### src/bfdh_pkg.sv
// ----------------------------------------------------------------------------
// bfdh_pkg
// Shared constants and controller/datapath interface types for the Bloom
// filter double-hash unit.
// ----------------------------------------------------------------------------
package bfdh_pkg;

  localparam int MAX_BITS   = 65536;
  localparam int MAX_HASHES = 16;

  // Fixed field widths
  localparam int HASH_W = 16;
  localparam int FB_W   = 17;
  localparam int NH_W   = 5;
  localparam int CFG_W  = 17;
  localparam int CFG_IDX_W = 1;

  // Derived widths
  localparam int POS_W  = $clog2(MAX_BITS);
  localparam int M_W    = POS_W + 1;
  localparam int K_W    = $clog2(MAX_HASHES + 1);
  localparam int WORD_W = 32;
  localparam int BIT_W  = $clog2(WORD_W);
  localparam int ROWS   = MAX_BITS / WORD_W;
  localparam int ROW_W  = POS_W - BIT_W;
  localparam int MODC_W = $clog2(HASH_W);

  // Register indexes
  localparam logic [CFG_IDX_W-1:0] REG_FILTER_BITS = 1'b0;
  localparam logic [CFG_IDX_W-1:0] REG_NUM_HASHES  = 1'b1;

  localparam logic [FB_W-1:0] FB_RESET = 17'd65536;
  localparam logic [NH_W-1:0] NH_RESET = 5'd13;

  // Request command codes
  localparam logic OP_ADD   = 1'b0;
  localparam logic OP_QUERY = 1'b1;

  typedef struct packed {
    logic clr;       // write one zero row of the clearing pass
    logic load;      // capture a new request
    logic mod_step;  // one restoring-remainder step
    logic rd;        // issue the store read for the current probe
    logic probe;     // test or set the current probe, then advance
  } bfdh_ctl_t;

  typedef struct packed {
    logic clr_last;
    logic need_mod;
    logic zero_probes;
    logic mod_last;
    logic is_add;
    logic bit_set;
    logic last_probe;
    logic result;
  } bfdh_sts_t;

endpackage

### src/bfdh_ctrl.sv
// ----------------------------------------------------------------------------
// bfdh_ctrl
// Sequencer: clearing pass, request capture, hash reduction, probe loop and
// hand-off of the result to the output register.
// ----------------------------------------------------------------------------
module bfdh_ctrl
  import bfdh_pkg::*;
(
  input  logic      clk,
  input  logic      rst,
  input  logic      in_valid,
  output logic      in_stall,
  input  logic      out_free,
  output logic      emit,
  output bfdh_ctl_t ctl,
  input  bfdh_sts_t sts
);

  typedef enum logic [5:0] {
    S_CLEAR = 6'b000001,
    S_IDLE  = 6'b000010,
    S_MOD   = 6'b000100,
    S_READ  = 6'b001000,
    S_CHECK = 6'b010000,
    S_DONE  = 6'b100000
  } state_t;

  state_t state, state_next;
  logic   accept;

  assign in_stall = (state != S_IDLE);
  assign accept   = in_valid && !in_stall;

  always_comb begin
    state_next   = state;
    ctl          = '0;
    emit         = 1'b0;
    case (state)
      S_CLEAR: begin
        ctl.clr = 1'b1;
        if (sts.clr_last) begin
          state_next = S_IDLE;
        end
      end
      S_IDLE: begin
        if (accept) begin
          ctl.load = 1'b1;
          if (sts.need_mod) begin
            state_next = S_MOD;
          end else if (sts.zero_probes) begin
            state_next = S_DONE;
          end else begin
            state_next = S_READ;
          end
        end
      end
      S_MOD: begin
        ctl.mod_step = 1'b1;
        if (sts.mod_last) begin
          state_next = sts.zero_probes ? S_DONE : S_READ;
        end
      end
      S_READ: begin
        ctl.rd     = 1'b1;
        state_next = S_CHECK;
      end
      S_CHECK: begin
        ctl.probe = 1'b1;
        // a clear cell ends a query early
        if ((!sts.is_add && !sts.bit_set) || sts.last_probe) begin
          state_next = S_DONE;
        end else begin
          state_next = S_READ;
        end
      end
      S_DONE: begin
        if (out_free) begin
          emit       = 1'b1;
          state_next = S_IDLE;
        end
      end
      default: begin
        state_next = S_CLEAR;
      end
    endcase
  end

  always_ff @(posedge clk) begin
    if (rst) begin
      state <= S_CLEAR;
    end else begin
      state <= state_next;
    end
  end

  a_accept_leaves_idle: assert property (@(posedge clk) disable iff (rst)
    accept |=> (state != S_IDLE))
    else $error("request accepted but controller stayed idle");

  a_emit_needs_room: assert property (@(posedge clk) disable iff (rst)
    emit |-> out_free)
    else $error("result handed over while output register busy");

endmodule

### config.mk
export PLATFORM = sky130hd
export DESIGN_NAME = bfdh_ctrl
export DESIGN_NICKNAME = d
export VERILOG_FILES = /design/src/bfdh_pkg.sv /design/src/bfdh_ctrl.sv
export SDC_FILE = /design/constraint.sdc
export NUM_CORES = 1
export LEC_CHECK = 0
export BUFFER_PORTS_ARGS = -buffer_cell sky130_fd_sc_hd__buf_2
export CORE_AREA = 3 3 40 42
export CTS_BUF_LIST = sky130_fd_sc_hd__clkbuf_16
export DETAILED_ROUTE_END_ITERATION = 8
export DIE_AREA = 0 0 43 45
export PLACE_DENSITY = 0.68
export RECOVER_POWER = 25
export SLEW_MARGIN = 20
export SYNTH_ARGS = -nofsm -noshare
export SYNTH_HDL_FRONTEND = slang
export SYNTH_SLANG_ARGS = --single-unit
### constraint.sdc
create_clock -name clk -period 1.9 [get_ports clk]
set_clock_uncertainty 0.15 [all_clocks]
set_input_delay 0.285 -clock clk [delete_from_list [all_inputs] [get_ports clk]]
set_output_delay 0.285 -clock clk [all_outputs]
set_load 0.01 [all_outputs]
# Word level (Yosys, flattened, before mapping)
# Cells that the tools add are included.
# W data, S select, Z words.
# op_classes
eq_ne	11
n_mux	16
n_reduce_logical	7
# op_table
operator	n
$mux W6	7
$pmux W6 S6	1
$mux W1	8
$ne A2 B2 Y1 const B	4
$eq A6 B1 Y1 const B	1
$eq A6 B2 Y1 const B	1
$eq A6 B3 Y1 const B	1
$eq A6 B4 Y1 const B	1
$eq A6 B5 Y1 const B	1
$eq A6 B6 Y1 const B	1
$ne A6 B2 Y1 const B	1
$reduce_and A4 Y1	1
$logic_not A1 Y1	3
$logic_and A1 B1 Y1	2
$logic_or A1 B1 Y1	1
# word_totals
reg_bits	6
in_bits	12
out_inout_bits	7
word_cells	35

# Logic depth before layout (Yosys ltp)
# logic_depth
depth_word	5
mapped_depth	7
ltp_nobuf	6

# Least setup slack after synthesis
# No wires, ideal clock.
# synth_timing
path_kind	register to output
startpoint	reg state[5]
endpoint	out ctl[3] (netlist name)
arrival_time_ns	1.325
required_ns	1.465
path_slack_ns	0.140
path_stages_with_launch	4
path_buffers	0
cell_sequence	dfxtp_1 -> or4_4 -> or2_4 -> nor2_2
# synth_lines
element	line	text
from (decl)	bfdh_ctrl.sv:28	state_t state, state_next;
from (signal assigned)	bfdh_ctrl.sv:92	state <= state_next;
to (decl)	bfdh_ctrl.sv:15	output bfdh_ctl_t ctl,

==> metrics.cfg <==
[floorplanning]
fp.dieW_um=43
start_util=0.3564
rows=13
coreArea_um2=1285
ios=19
die_h_um=45
die_area_um2=1935

[synth]
synth_area_leaders=dfxtp_1 (26%), o32ai_4 (6.0%), nor3b_2 (5.5%), nor2_1 (4.9%), or4_4 (4.9%)
synth_edf_count=0
synthXorXnorAreaFrac=0.01913
ys_seq_elements=6
synthFlopType=dfxtp_1
synth-compound-area-share=0.2623
synth.area.mux_share=0
synth_top_family_by_area=simple AND/OR/NAND/NOR gates
yosysSeqAreaShare=0.2623
async_flop_share=0
synth_top_area_cell=dfxtp_1
synth_adder_area_share=0
syn_area_um2=457.9
synthDistinctLibCells=30
synth_area_per_cell_um2=8.640
synthCells=53
synth_top_area_frac=0.2623
yosys_warnings=0
synth_simple_gate_area_frac=0.3962
syn_nets=65

[power]
pwr_density_cell_nw_per_um2=1188
peakVddDrop_uv=566.9
p_leak_uw=0.0003372

[worst_setup_path]
cp_cell_sequence=or4_4 > or2_4 > nor2_4 > buf_6
crit_start=state[4]
r2r-end=state[5]
path_buf_inv=1
required_ps=1460
cp_max_fo=5
reg2reg_from=state[4]
crit_type=register to primary output
cpMaxStageDelayCell=or4_4
cp-end-kind=primary output
max_stage_delay_ps=560
r2r_setup_slack_ps=-30
path_delay_family=simple AND/OR/NAND/NOR gates
r2r_cells=7
start_kind=register
worstPathArrival_ps=1600

[drt]
ant_nets=0
wirelength_mm=1.242
drcViolationCount=0
vias=503
wl_per_cell_um=12.67
vias_per_cell=5.133
drt_iter0_drc=9
drtPass1Iterations=4

[min_path]
hold_path_depth=2
min_to=state[3]
min_from=rst
hold_path_class=input pin to register

[layout]
final_net_count=97
fill_cells=102
largest_reg_flops=6
stdcell_count=98
top_regs=state x6
largest_register=state
design_area_um2=765.7
syn2layout_area_growth_pct=67.21
diodes=0
layout-drive-gt1-share=0.5783

[global_routing]
antenna_found_initial=0
top_usage_layer=met2
grt_pass1_vias=494
gr-total-overflow=0
grt_max_degree=9
grt_pass1_wl_mm=2.090
gr-usage-all-layers=0.1460
grt.met2_usage=0.2754
globalRouteMet1Util=0.1574
use_met3=0.02390

[clock_tree]
cts_buffers=3
cts_htree_levels=1
clkTransAtPathRegs_ps=30
cts_sinks=6
ctsHoldBuffers=0
cts_tree=built
root_buffer=clkbuf_16
clockBufferDepth=2
insertion_delay_ps=230

[timing]
finalHoldViolations=0
relSlewSlack=0.7486
rsz0062_at_grt=yes
layout_setup_ws_ps=-130.7
min_period_over_period=1.069
clock.fmax_mhz=492.4
setup_viol=7
drv_slew=0
period_needed_ps=2031
tightest_slew_ps=373.6

[place]
place_hpwl_um=913
io_buffer_count=17
dp.cells=88
placed_area_um2=590.6
gp_congestion=0.8021

[job]
cap_viol_max_count=0

[outcome]
outcome=complete, but fails checks
violations=negative setup slack

cell usage after synthesis (2+ instances only):
cell type and instances:
a21oi_1 3, dfxtp_1 6, inv_1 5, nand2b_1 2, nor2_1 6, nor3_1 3, nor3b_1 2, nor3b_2 2
o21bai_1 2, or4_4 2
timing repair:
action                                  in CTS  in global routing
endpoints found under the setup margin       5                 12
buffers inserted                             6                  1
gates resized for setup                      4                  8
pin swaps                                    6                  6
logic make-up (layout without fill, tap and decap cells):
kind of cell              count (synthesis)  after routing
xor gates and xnor gates                  1              1
buffers and inverters                     7             37
AOI/OAI and AO/OA                        12             12
and+or+nand+nor                          27             27
DFF                                       6              6
worst max-delay path by stage:
stage	endpoint	depth (start not counted)
6_report	ctl[3]	4
5_1_grt	ctl[4]	4
4_1_cts	ctl[3]	4
3_5_place_dp	ctl[3]	4
3_3_place_gp	ctl[3]	4
2_1_floorplan	ctl[3]	3
worst register-to-register path, stage by stage (launching register included):
cell and delay, ps:
dfxtp_2 330, or4_4 560, buf_6 150, buf_4 140
o32ai_4 240, a22oi_2 80, o22ai_2 100, and2b_1 130
power by group:
| group | internal (uW) | switching, uW |
|---|---|---|
| combinational | 224 | 180 |
| sequential | 149 | 20.8 |
| clock | 270 | 66.0 |
routing by layer:
layer	share of wire	up-vias
met5	0	-
met4	0.019	0
met3	0.072	2
met2	0.54	19
met1	0.37	227
li1	-	255
metrics by stage:
step | hold slack, ps | worst slack, ps | util | power, uW | setup TNS, ps
after detailed placement | 378.0 | 55.51 | 0.4596 | 476.7 | 0
after floorplan | 206.9 | 139.6 | - | 378.3 | 0
after global routing | 147.4 | -183.2 | 0.5959 | 960.2 | -1277
after CTS | 127.3 | -114.4 | 0.5609 | 876.8 | -358.5
final | 134.3 | -130.7 | 0.5959 | 909.9 | -549.2
after global placement | 371.8 | 54.63 | 0.4596 | 473.4 | 0
cell usage in the layout (no fill, tap or decap), types with 2 or more instances in the layout:
cell | netlist | routed
dfxtp_2 | 0 | 3
buf_4 | 0 | 10
inv_1 | 5 | 4
nor2_1 | 6 | 6
nor3b_1 | 2 | 2
nor3b_4 | 0 | 2
buf_6 | 0 | 2
buf_2 | 1 | 16
o21bai_1 | 2 | 2
a21oi_1 | 3 | 2
or4_4 | 2 | 2
clkbuf_16 | 0 | 3
nor3_1 | 3 | 2
dfxtp_1 | 6 | 3
nand2b_1 | 2 | 2
layout make-up:
cell class	count	area (um2)	share of cell area
Timing Repair Buffer	29	181.4	0.2369
Inverter	5	18.77	0.02451
Sequential cell	6	123.9	0.1618
Clock buffer	3	75.07	0.09804
Tap cell	15	18.77	0.02451
Multi-Input combinational cell	40	347.8	0.4542
Note: power is estimated with default switching activity, not from simulation.
